## config.mk

```make
export PLATFORM = sky130hd
export DESIGN_NAME = json_string_unescape_utf8_core
export DESIGN_NICKNAME = d
export VERILOG_FILES = /design/src/design/jsu_pkg.sv /design/src/design/jsu_decode.sv /design/src/design/json_string_unescape_utf8_core.sv
export SDC_FILE = /design/constraint.sdc
export NUM_CORES = 1
export LEC_CHECK = 0
export BUFFER_PORTS_ARGS = -buffer_cell sky130_fd_sc_hd__buf_4
export CAP_MARGIN = 20
export CORE_MARGIN = 2
export CORE_UTILIZATION = 45
export CTS_CLUSTER_SIZE = 25
export DETAILED_ROUTE_END_ITERATION = 7
export PLACE_DENSITY_LB_ADDON = 0.12
export REMOVE_ABC_BUFFERS = 1
export SKIP_LAST_GASP = 1
export SLEW_MARGIN = 40
export SYNTH_ARGS = -nofsm -noshare
export SYNTH_HDL_FRONTEND = slang
export SYNTH_HIERARCHICAL = 1
export SYNTH_SLANG_ARGS = --single-unit
```

## constraint.sdc

```tcl
create_clock -name clk -period 8.35 [get_ports clk]
set_input_delay 1.67 -clock clk [delete_from_list [all_inputs] [get_ports clk]]
set_output_delay 1.67 -clock clk [all_outputs]
set_load 0.01 [all_outputs]
```

## src/design/jsu_pkg.sv

```systemverilog
// Package for the JSON string unescaper: item types, result kinds, error codes,
// phase encoding and the per-item result bundle.
// No dependencies.
`timescale 1ns / 1ps
`default_nettype none

package jsu_pkg;

    typedef struct packed {
        logic [7:0] text_byte;
        logic       text_ended;
    } text_item_t;

    typedef struct packed {
        logic [1:0] kind;
        logic [7:0] data_byte;
        logic [3:0] error_code;
        logic       last;
    } result_item_t;

    localparam logic [1:0] KIND_DATA  = 2'd0;
    localparam logic [1:0] KIND_DONE  = 2'd1;
    localparam logic [1:0] KIND_ERROR = 2'd2;

    localparam logic [3:0] ERR_NONE         = 4'd0;
    localparam logic [3:0] ERR_UNTERMINATED = 4'd1;
    localparam logic [3:0] ERR_CONTROL      = 4'd2;
    localparam logic [3:0] ERR_OPEN_ESCAPE  = 4'd3;
    localparam logic [3:0] ERR_BAD_ESCAPE   = 4'd4;
    localparam logic [3:0] ERR_TRUNCATED_U  = 4'd5;
    localparam logic [3:0] ERR_BAD_HEX      = 4'd6;
    localparam logic [3:0] ERR_BAD_LOW      = 4'd7;
    localparam logic [3:0] ERR_LONE_HIGH    = 4'd8;
    localparam logic [3:0] ERR_LONE_LOW     = 4'd9;

    typedef enum logic [2:0] {
        PH_BODY    = 3'd0,
        PH_ESC     = 3'd1,
        PH_HEX     = 3'd2,
        PH_PAIR_BS = 3'd3,
        PH_PAIR_U  = 3'd4
    } phase_t;

    typedef struct packed {
        phase_t      phase;
        logic [1:0]  hex_count;
        logic [15:0] hex_value;
        logic [9:0]  high_bits;
        logic        bad_hex_seen;
        logic        in_low_half;
    } state_t;

    localparam state_t STATE_INIT = '{phase: PH_BODY, hex_count: 2'd0, hex_value: 16'd0,
                                      high_bits: 10'd0, bad_hex_seen: 1'b0,
                                      in_low_half: 1'b0};

    localparam int MAX_RESULTS = 4;

    typedef struct packed {
        logic [1:0] kind;
        logic [7:0] data_byte;
        logic [3:0] error_code;
    } entry_t;

    typedef struct packed {
        logic [2:0]                   count;
        entry_t [MAX_RESULTS-1:0]     entry;
    } bundle_t;

endpackage

`default_nettype wire

```

## src/design/jsu_decode.sv

```systemverilog
// Combinational decode of one text item: next string state and the bundle of
// up to four results (UTF-8 bytes, done or error) that the item causes.
// Depends on jsu_pkg.
`timescale 1ns / 1ps
`default_nettype none

module jsu_decode
    import jsu_pkg::*;
(
    input  var state_t     state,
    input  var text_item_t item,
    output state_t         state_next,
    output bundle_t        bundle
);

    localparam logic [7:0] CH_QUOTE     = 8'h22;
    localparam logic [7:0] CH_BACKSLASH = 8'h5C;
    localparam logic [7:0] CH_SLASH     = 8'h2F;
    localparam logic [7:0] CH_B         = 8'h62;
    localparam logic [7:0] CH_F         = 8'h66;
    localparam logic [7:0] CH_N         = 8'h6E;
    localparam logic [7:0] CH_R         = 8'h72;
    localparam logic [7:0] CH_T         = 8'h74;
    localparam logic [7:0] CH_U         = 8'h75;

    function automatic bundle_t one_result(input logic [1:0] kind, input logic [7:0] data,
                                           input logic [3:0] code);
        bundle_t r;
        r = '0;
        r.count = 3'd1;
        r.entry[0] = '{kind: kind, data_byte: data, error_code: code};
        return r;
    endfunction

    function automatic entry_t data_entry(input logic [7:0] data);
        entry_t e;
        e = '{kind: KIND_DATA, data_byte: data, error_code: ERR_NONE};
        return e;
    endfunction

    function automatic bundle_t encode_cp(input logic [20:0] cp);
        bundle_t r;
        r = '0;
        if (cp <= 21'h7F) begin
            r.count = 3'd1;
            r.entry[0] = data_entry(cp[7:0]);
        end else if (cp <= 21'h7FF) begin
            r.count = 3'd2;
            r.entry[0] = data_entry({3'b110, cp[10:6]});
            r.entry[1] = data_entry({2'b10, cp[5:0]});
        end else if (cp <= 21'hFFFF) begin
            r.count = 3'd3;
            r.entry[0] = data_entry({4'b1110, cp[15:12]});
            r.entry[1] = data_entry({2'b10, cp[11:6]});
            r.entry[2] = data_entry({2'b10, cp[5:0]});
        end else begin
            r.count = 3'd4;
            r.entry[0] = data_entry({5'b11110, cp[20:18]});
            r.entry[1] = data_entry({2'b10, cp[17:12]});
            r.entry[2] = data_entry({2'b10, cp[11:6]});
            r.entry[3] = data_entry({2'b10, cp[5:0]});
        end
        return r;
    endfunction

    function automatic state_t hex_start(input state_t s, input logic low_half);
        state_t r;
        r = s;
        r.phase = PH_HEX;
        r.hex_count = 2'd0;
        r.hex_value = 16'd0;
        r.bad_hex_seen = 1'b0;
        r.in_low_half = low_half;
        return r;
    endfunction

    logic [7:0]  b;
    logic        ended;
    logic        digit_ok;
    logic [3:0]  digit;
    logic [15:0] value;
    logic        value_is_high;
    logic        value_is_low;
    logic [20:0] pair_cp;

    assign b     = item.text_byte;
    assign ended = item.text_ended;

    always_comb
    begin
        digit_ok = 1'b1;
        digit    = 4'd0;
        if (b >= 8'h30 && b <= 8'h39)
        begin
            digit = b[3:0];
        end
        else if ((b >= 8'h61 && b <= 8'h66) || (b >= 8'h41 && b <= 8'h46))
        begin
            digit = b[3:0] + 4'd9;
        end
        else
        begin
            digit_ok = 1'b0;
        end
    end

    assign value         = {state.hex_value[11:0], digit};
    assign value_is_high = (value >= 16'hD800) && (value <= 16'hDBFF);
    assign value_is_low  = (value >= 16'hDC00) && (value <= 16'hDFFF);
    assign pair_cp       = 21'h10000 + {1'b0, state.high_bits, value[9:0]};

    always_comb
    begin
        state_next = state;
        bundle     = '0;
        unique case (state.phase)
            PH_ESC:
            begin
                if (ended)
                begin
                    state_next = STATE_INIT;
                    bundle = one_result(KIND_ERROR, 8'd0, ERR_OPEN_ESCAPE);
                end
                else
                begin
                    state_next.phase = PH_BODY;
                    unique case (b)
                        CH_QUOTE:     bundle = one_result(KIND_DATA, CH_QUOTE, ERR_NONE);
                        CH_BACKSLASH: bundle = one_result(KIND_DATA, CH_BACKSLASH, ERR_NONE);
                        CH_SLASH:     bundle = one_result(KIND_DATA, CH_SLASH, ERR_NONE);
                        CH_B:         bundle = one_result(KIND_DATA, 8'h08, ERR_NONE);
                        CH_F:         bundle = one_result(KIND_DATA, 8'h0C, ERR_NONE);
                        CH_N:         bundle = one_result(KIND_DATA, 8'h0A, ERR_NONE);
                        CH_R:         bundle = one_result(KIND_DATA, 8'h0D, ERR_NONE);
                        CH_T:         bundle = one_result(KIND_DATA, 8'h09, ERR_NONE);
                        CH_U:         state_next = hex_start(state, 1'b0);
                        default:
                        begin
                            state_next = STATE_INIT;
                            bundle = one_result(KIND_ERROR, 8'd0, ERR_BAD_ESCAPE);
                        end
                    endcase
                end
            end
            PH_HEX:
            begin
                if (ended)
                begin
                    state_next = STATE_INIT;
                    bundle = one_result(KIND_ERROR, 8'd0, ERR_TRUNCATED_U);
                end
                else
                begin
                    state_next.hex_value = value;
                    state_next.bad_hex_seen = state.bad_hex_seen | ~digit_ok;
                    if (state.hex_count != 2'd3)
                    begin
                        state_next.hex_count = state.hex_count + 2'd1;
                    end
                    else if (state.bad_hex_seen || !digit_ok)
                    begin
                        state_next = STATE_INIT;
                        bundle = one_result(KIND_ERROR, 8'd0, ERR_BAD_HEX);
                    end
                    else if (!state.in_low_half)
                    begin
                        if (value_is_high)
                        begin
                            state_next.high_bits = value[9:0];
                            state_next.phase = PH_PAIR_BS;
                        end
                        else if (value_is_low)
                        begin
                            state_next = STATE_INIT;
                            bundle = one_result(KIND_ERROR, 8'd0, ERR_LONE_LOW);
                        end
                        else
                        begin
                            state_next.phase = PH_BODY;
                            bundle = encode_cp({5'd0, value});
                        end
                    end
                    else if (!value_is_low)
                    begin
                        state_next = STATE_INIT;
                        bundle = one_result(KIND_ERROR, 8'd0, ERR_BAD_LOW);
                    end
                    else
                    begin
                        state_next = STATE_INIT;
                        bundle = encode_cp(pair_cp);
                    end
                end
            end
            PH_PAIR_BS:
            begin
                if (!ended && b == CH_BACKSLASH)
                begin
                    state_next.phase = PH_PAIR_U;
                end
                else
                begin
                    state_next = STATE_INIT;
                    bundle = one_result(KIND_ERROR, 8'd0, ERR_LONE_HIGH);
                end
            end
            PH_PAIR_U:
            begin
                if (!ended && b == CH_U)
                begin
                    state_next = hex_start(state, 1'b1);
                end
                else
                begin
                    state_next = STATE_INIT;
                    bundle = one_result(KIND_ERROR, 8'd0, ERR_LONE_HIGH);
                end
            end
            default:
            begin
                state_next.phase = PH_BODY;
                if (ended)
                begin
                    state_next = STATE_INIT;
                    bundle = one_result(KIND_ERROR, 8'd0, ERR_UNTERMINATED);
                end
                else if (b == CH_QUOTE)
                begin
                    state_next = STATE_INIT;
                    bundle = one_result(KIND_DONE, 8'd0, ERR_NONE);
                end
                else if (b < 8'h20)
                begin
                    state_next = STATE_INIT;
                    bundle = one_result(KIND_ERROR, 8'd0, ERR_CONTROL);
                end
                else if (b == CH_BACKSLASH)
                begin
                    state_next.phase = PH_ESC;
                end
                else
                begin
                    bundle = one_result(KIND_DATA, b, ERR_NONE);
                end
            end
        endcase
    end

endmodule

`default_nettype wire

```

## src/design/json_string_unescape_utf8_core.sv

```systemverilog
// Top level of the JSON string unescaper: string state register, result
// bundle register and the result serialiser.
// Depends on jsu_pkg and jsu_decode.
`timescale 1ns / 1ps
`default_nettype none

// Takes one byte of a JSON string body per item and returns its decoded
// UTF-8 bytes, a done result at the closing quote, or one coded error. An
// item is decoded in the cycle it is accepted and its results are held in a
// bundle register that the result port drains at one result per cycle
// while result_ready is high. The text port is held while results of an
// item are pending; the next item is taken in the same cycle as the last
// result of the previous one, and items that yield no result pass at one
// per cycle.
module json_string_unescape_utf8_core
    import jsu_pkg::*;
(
    input  var logic         clk,
    input  var logic         rst_n,
    input  var logic         text_valid,
    output logic             text_ready,
    input  var text_item_t   text,
    output logic             result_valid,
    input  var logic         result_ready,
    output result_item_t     result
);

    state_t     state_reg;
    state_t     state_next;
    bundle_t    bundle_reg;
    bundle_t    bundle_next;
    logic [1:0] index_reg;
    logic       on_last;
    logic       take;
    entry_t     head;

    jsu_decode u_decode (
        .state      (state_reg),
        .item       (text),
        .state_next (state_next),
        .bundle     (bundle_next)
    );

    assign head         = bundle_reg.entry[index_reg];
    assign on_last      = ({1'b0, index_reg} == bundle_reg.count - 3'd1);
    assign result_valid = (bundle_reg.count != 3'd0);
    assign text_ready   = !result_valid || (result_ready && on_last);
    assign take         = text_valid && text_ready;

    assign result.kind       = head.kind;
    assign result.data_byte  = head.data_byte;
    assign result.error_code = head.error_code;
    assign result.last       = on_last;

    always_ff @(posedge clk or negedge rst_n)
    begin
        if (!rst_n)
        begin
            state_reg  <= STATE_INIT;
            bundle_reg <= '0;
            index_reg  <= 2'd0;
        end
        else
        begin
            if (take)
            begin
                state_reg  <= state_next;
                bundle_reg <= bundle_next;
                index_reg  <= 2'd0;
            end
            else if (result_valid && result_ready)
            begin
                if (on_last)
                begin
                    bundle_reg.count <= 3'd0;
                    index_reg        <= 2'd0;
                end
                else
                begin
                    index_reg <= index_reg + 2'd1;
                end
            end
        end
    end

endmodule

`default_nettype wire

```

[Word-level counts from Yosys, hierarchy flattened]
Index checks and enable logic that the tools add are counted.
Operators by class
  add/subtract/negate cells: 5
  $lt $le $gt $ge: 17
  equality and inequality tests: 23
  multiplexer cells: 65
  bitwise operators: 2
  reduce and logical (&&, ||, !) cells: 27
Operators with widths (count)
  $mux 59: 11
  $pmux 57 s9: 1
  $pmux 59 s4: 1
  $mux 57: 3
  $mux 33: 5
  $pmux 33 s4: 1
  $mux 30: 3
  $mux 28: 3
  $mux 42: 2
  $mux 32: 2
  $pmux 32 s2: 1
  $eq 8x7->1 const B: 7
  $mux 14: 3
  $mux 38: 1
  $ge 16x16->1 const B: 2
  $le 16x16->1 const B: 2
  $mux 3: 10
  $bmux 14 s2: 1
  $mux 12: 2
  $mux 24: 1
  $add 17x20->21 const A: 1
  $le 21x11->1 const B: 1
  $le 21x16->1 const B: 1
  $le 21x7->1 const B: 1
  39 further kinds: 73
Word-level totals
  register bits after elaboration: 90
  output and inout port bits: 17

[Logic depth before layout (Yosys ltp)]
  depth in word-level cells: 17
  depth in mapped cells: 16
  gate-level depth less buffers: 13

[Modules after synthesis]
Netlist, hierarchy kept.
By module, submodules not included
  json_string_unescape_utf8_core: instances 1, cells each 247, area an instance 4021.4 um^2, sequential area each 2352.3 um^2
  jsu_decode: instances 1, cells each 418, area an instance 2683.8 um^2, sequential area each 0.0 um^2

[Worst setup path before layout]
No wires, ideal clock.
  kind: in2reg
  start point: in text[1] (netlist name)
  end point: reg bundle_reg[58] (netlist name)
  data arrival time: 4.331 ns
  required time: 8.262 ns
  setup slack: 3.930 ns
  cell stages on the path: 16
  buffers on the path: 3
  path through: inv_1 > ha_1 > or3b_1 > and3_4 > a22o_1 > buf_6 > and4_4 > buf_6 > mux2i_4 > nand3_4 > nor2_4 > buf_4 > nand2_1 > nor3b_1 > a21oi_1 > a41oi_1
RTL lines
  start, declared: RTL line json_string_unescape_utf8_core.sv:22  | input var text_item_t text,
  end signal, assigned: RTL line json_string_unescape_utf8_core.sv:68  | bundle_reg <= bundle_next;
  end, declared: RTL line json_string_unescape_utf8_core.sv:30  | bundle_t bundle_reg;

[Worst setup path in the final report]
  start point: in text[1] (netlist name)
  end point: reg bundle_reg[58] (netlist name)
On the way
  word-level cells in the longest chain between the ends: 17
  elaborated cells between the ends (all ways): 42
Ends and longest elaborated chain
  $ge 8x7->1 / $le 8x7->1 (equally long branches): RTL line jsu_decode.sv:97  | else if ((b >= 8'h61 && b <= 8'h66) || (b >= 8'h41 && b <= 8'h46))
  $logic_and 1x1->1: RTL line jsu_decode.sv:97
  $logic_or 1x1->1: RTL line jsu_decode.sv:97
  $mux 4: RTL line jsu_decode.sv:97
  $mux 4: RTL line jsu_decode.sv:93  | if (b >= 8'h30 && b <= 8'h39)
  $add 17x20->21: RTL line jsu_decode.sv:110  | assign pair_cp = 21'h10000 + {1'b0, state.high_bits, value[9:0]};
  $le 21x16->1: RTL line jsu_decode.sv:51  | end else if (cp <= 21'hFFFF) begin
  $mux 3: RTL line jsu_decode.sv:51
  $mux 3: RTL line jsu_decode.sv:47  | end else if (cp <= 21'h7FF) begin
  $mux 3: RTL line jsu_decode.sv:44  | if (cp <= 21'h7F) begin
  $mux 59: RTL line jsu_decode.sv:183  | else if (!value_is_low)
  $mux 59: RTL line jsu_decode.sv:165  | else if (!state.in_low_half)
  $mux 59: RTL line jsu_decode.sv:160  | else if (state.bad_hex_seen || !digit_ok)
  $mux 59: RTL line jsu_decode.sv:156  | if (state.hex_count != 2'd3)
  $mux 59: RTL line jsu_decode.sv:147  | if (ended)
  $pmux 59 s4 *: RTL line jsu_decode.sv:116  | unique case (state.phase)
  $mux 3 *: RTL line json_string_unescape_utf8_core.sv:65  | if (take)
Every way passes the cells marked *; elsewhere a longest branch is shown, timed or not.
A chain may end at the register's enable or synchronous reset.

==> results.tsv <==
stage	metric	value	unit
cells_and_area	post_route_cells_drive_above_1_share	0.267	
place	port_buffers	29	
critical_path	critical_path_class	input port to register	
cells_and_area	finalNetCount	675	
floorplan	dieArea	15500	um2
critical_path	critical_path.startpoint_type	input port	
global_route	grt_start_max_net_pins	88	
cells_and_area	largest_register_ffs	59	
clock_network	postCtsResizedCells	0	
power_and_ir_drop	vdd_ir_drop_max	0.000206	V
global_route	globalRoute.totalOverflow	0	
sta	setup_violation_total_in_the_final_timing_report	0	
synthesis	netlist_instances	653	
critical_path	timing.critical_path.slowest_stage_cell	a22o_1	
floorplan	standard_cell_core_area	14400	um2
routing	routed-via-count	5185	
routing	routedWlPerCell	20.6	um
critical_path	rr_endpoint	bundle_reg[5]	
critical_path	cp_cell_sequence	buf_4 -> inv_1 -> ha_1 -> o21ba_2 -> o21a_1 -> a22o_1 -> and4_4 -> mux2i_4 -> nand3_4 -> nor2_4 -> nand2_1 -> nor3b_1 -> a21oi_1 -> a41oi_1	
cells_and_area	area_growth_syn_to_layout	6.71	%
power_and_ir_drop	p_per_area	219	nW/um2
synthesis	synth-warning-count	6	
sta	share_of_the_clock_period_used_by_the_worst_path_after_layout	0.561	
min_path	worst_hold_path_type	register to register	
clock_network	post-cts-setup-buffer-count	0	
sta	finalWorstPathRequiredPeriod	4.68	ns
sta	setup-tns-final	0	ns
global_route	first_pass_grt_wire_length	28000	um
routing	detail_route.drc_violations	0	
sta	hold_slack	0.487	ns
sta	worst_slew_margin_rel	0.462	
power_and_ir_drop	power_leakage	3.01	nW
critical_path	startpoint	text[1]	
critical_path	worst_ep_arrival_time	4.95	ns
synthesis	synth.cell_area	6530	um2
flow_run	maxCapViolCount	0	
critical_path	rr_startpoint	state_reg[8]	
critical_path	path_buf_inv	2	
critical_path	critPathMaxFanout	11	
critical_path	crit_path_end_kind	register	
global_route	total_global_routing_track_utilization	0.229	
critical_path	critical_path_cell_count	14	
clock_network	h-tree-depth	3	
synthesis	per_instance_average_area_after_synthesis	9.99	um2
clock_network	cts.hold.buffers_added	0	
routing	wirelength	17300	um
sta	rsz0062_at_grt	false	
routing	drtPass1Iterations	5	
critical_path	max_stage_delay	0.47	ns
place	dp_hpwl	12500	um
global_route	antenna_found_initial	0	
sta	clock_skews	0.00436	ns
routing	ant_nets	0	
sta	timing_hold_violations_final	0	
global_route	grt_pass1_vias	5011	
cells_and_area	diodes	0	
floorplan	die_h	124	um
floorplan	std_cell_rows	44	
routing	post_drt_via_cell_ratio	6.16	
critical_path	setup.reg_to_reg.worst_slack	5.14	ns
clock_network	cts-root-buf	clkbuf_16	
critical_path	cp_data_required_time	8.62	ns
sta	max_freq	214	MHz
critical_path	worst_path_dominant_cell_family	simple AND/OR/NAND/NOR gates	
cells_and_area	final_core_utilization	0.485	
clock_network	tritoncts	built	
floorplan	die_w	124	um
place	finalWeightedCongestion	0.927	
floorplan	ios	30	
outcome	result_of_the_run	finished clean	
sta	final_max_slew_viol_count	0	
sta	tightest_slew	0.801	ns
floorplan	initial_utilization	0.454	
clock_network	clock_insertion_delay_worst_skew	0.35	ns
clock_network	cts-root-to-sink-buffers	2	
critical_path	reg2regPathDepth	10	
routing	drt_iter0_markers	394	
clock_network	tritoncts_num_sinks	90	
clock_network	cts_buffer_count	9	
critical_path	worst_setup_path_endpoint	bundle_reg[58]	
clock_network	path_clk_slew	0.06	ns
per-stage QoR:
| stage | area, um2 | worst slack [ns] | total power [mW] | cells |
|---|---|---|---|---|
| 2_1_floorplan | 6150 | 3.99 | 0.931 | 607 |
| 3_3_place_gp | 6650 | 3.42 | 1.11 | 826 |
| 3_5_place_dp | 6650 | 3.39 | 1.12 | 826 |
| 4_1_cts | 6960 | 3.70 | 1.55 | 842 |
| 5_1_grt | 6960 | 3.53 | 1.62 | 842 |
| 6_report | 6960 | 3.67 | 1.53 | 842 |
worst min path at each step:
stage                   startpoint             end  cells past startpoint  slack (ns)
floorplan           bundle_reg[10]  bundle_reg[10]                      1        0.45
detailed placement   bundle_reg[7]   bundle_reg[7]                      1        0.48
global placement     bundle_reg[7]   bundle_reg[7]                      1        0.46
finish               bundle_reg[7]   bundle_reg[7]                      1        0.49
CTS                  bundle_reg[7]   bundle_reg[7]                      1        0.49
global route        bundle_reg[36]  bundle_reg[36]                      1        0.51
routing by layer:
| layer | share of wire | vias to the layer above | GRT usage |
|---|---|---|---|
| met5 | 0 | - | 0 |
| met4 | 0.024 | 0 | 0.0813 |
| met3 | 0.055 | 29 | 0.0477 |
| met2 | 0.46 | 151 | 0.351 |
| met1 | 0.46 | 2612 | 0.322 |
| li1 | - | 2393 | - |
final cells by class:
class	count	area [um2]
fill	1322	7410
multi-input combinational	497	3830
sequential	90	2250
timing repair buffer	35	267
clock buffer	13	260
tap	184	230
inverter	20	75.1
clock inverter	3	46.3
power by group:
group | internal (mW) | leakage [nW] | total, mW | switching, mW
Clock | 0.250 | 0.146 | 0.420 | 0.170
Combinational | 0.280 | 1.67 | 0.518 | 0.238
Sequential | 0.519 | 1.19 | 0.587 | 0.0680
Total | 1.05 | 3.01 | 1.53 | 0.476
placed cells by master (no fill, tap or decap), types with 6 or more instances in the layout:
master / instances
a21oi_1: 27
a22o_1: 27
a31oi_1: 6
and2_1: 7
and3_1: 6
buf_4: 34
clkbuf_16: 9
conb_1: 21
dfrtp_1: 89
ha_1: 9
inv_1: 20
mux2_1: 9
mux2_2: 77
mux4_2: 14
nand2_1: 46
nand3_1: 24
nor2_1: 48
nor3_1: 14
o21ai_0: 26
Power figures use the tool's default switching activity.
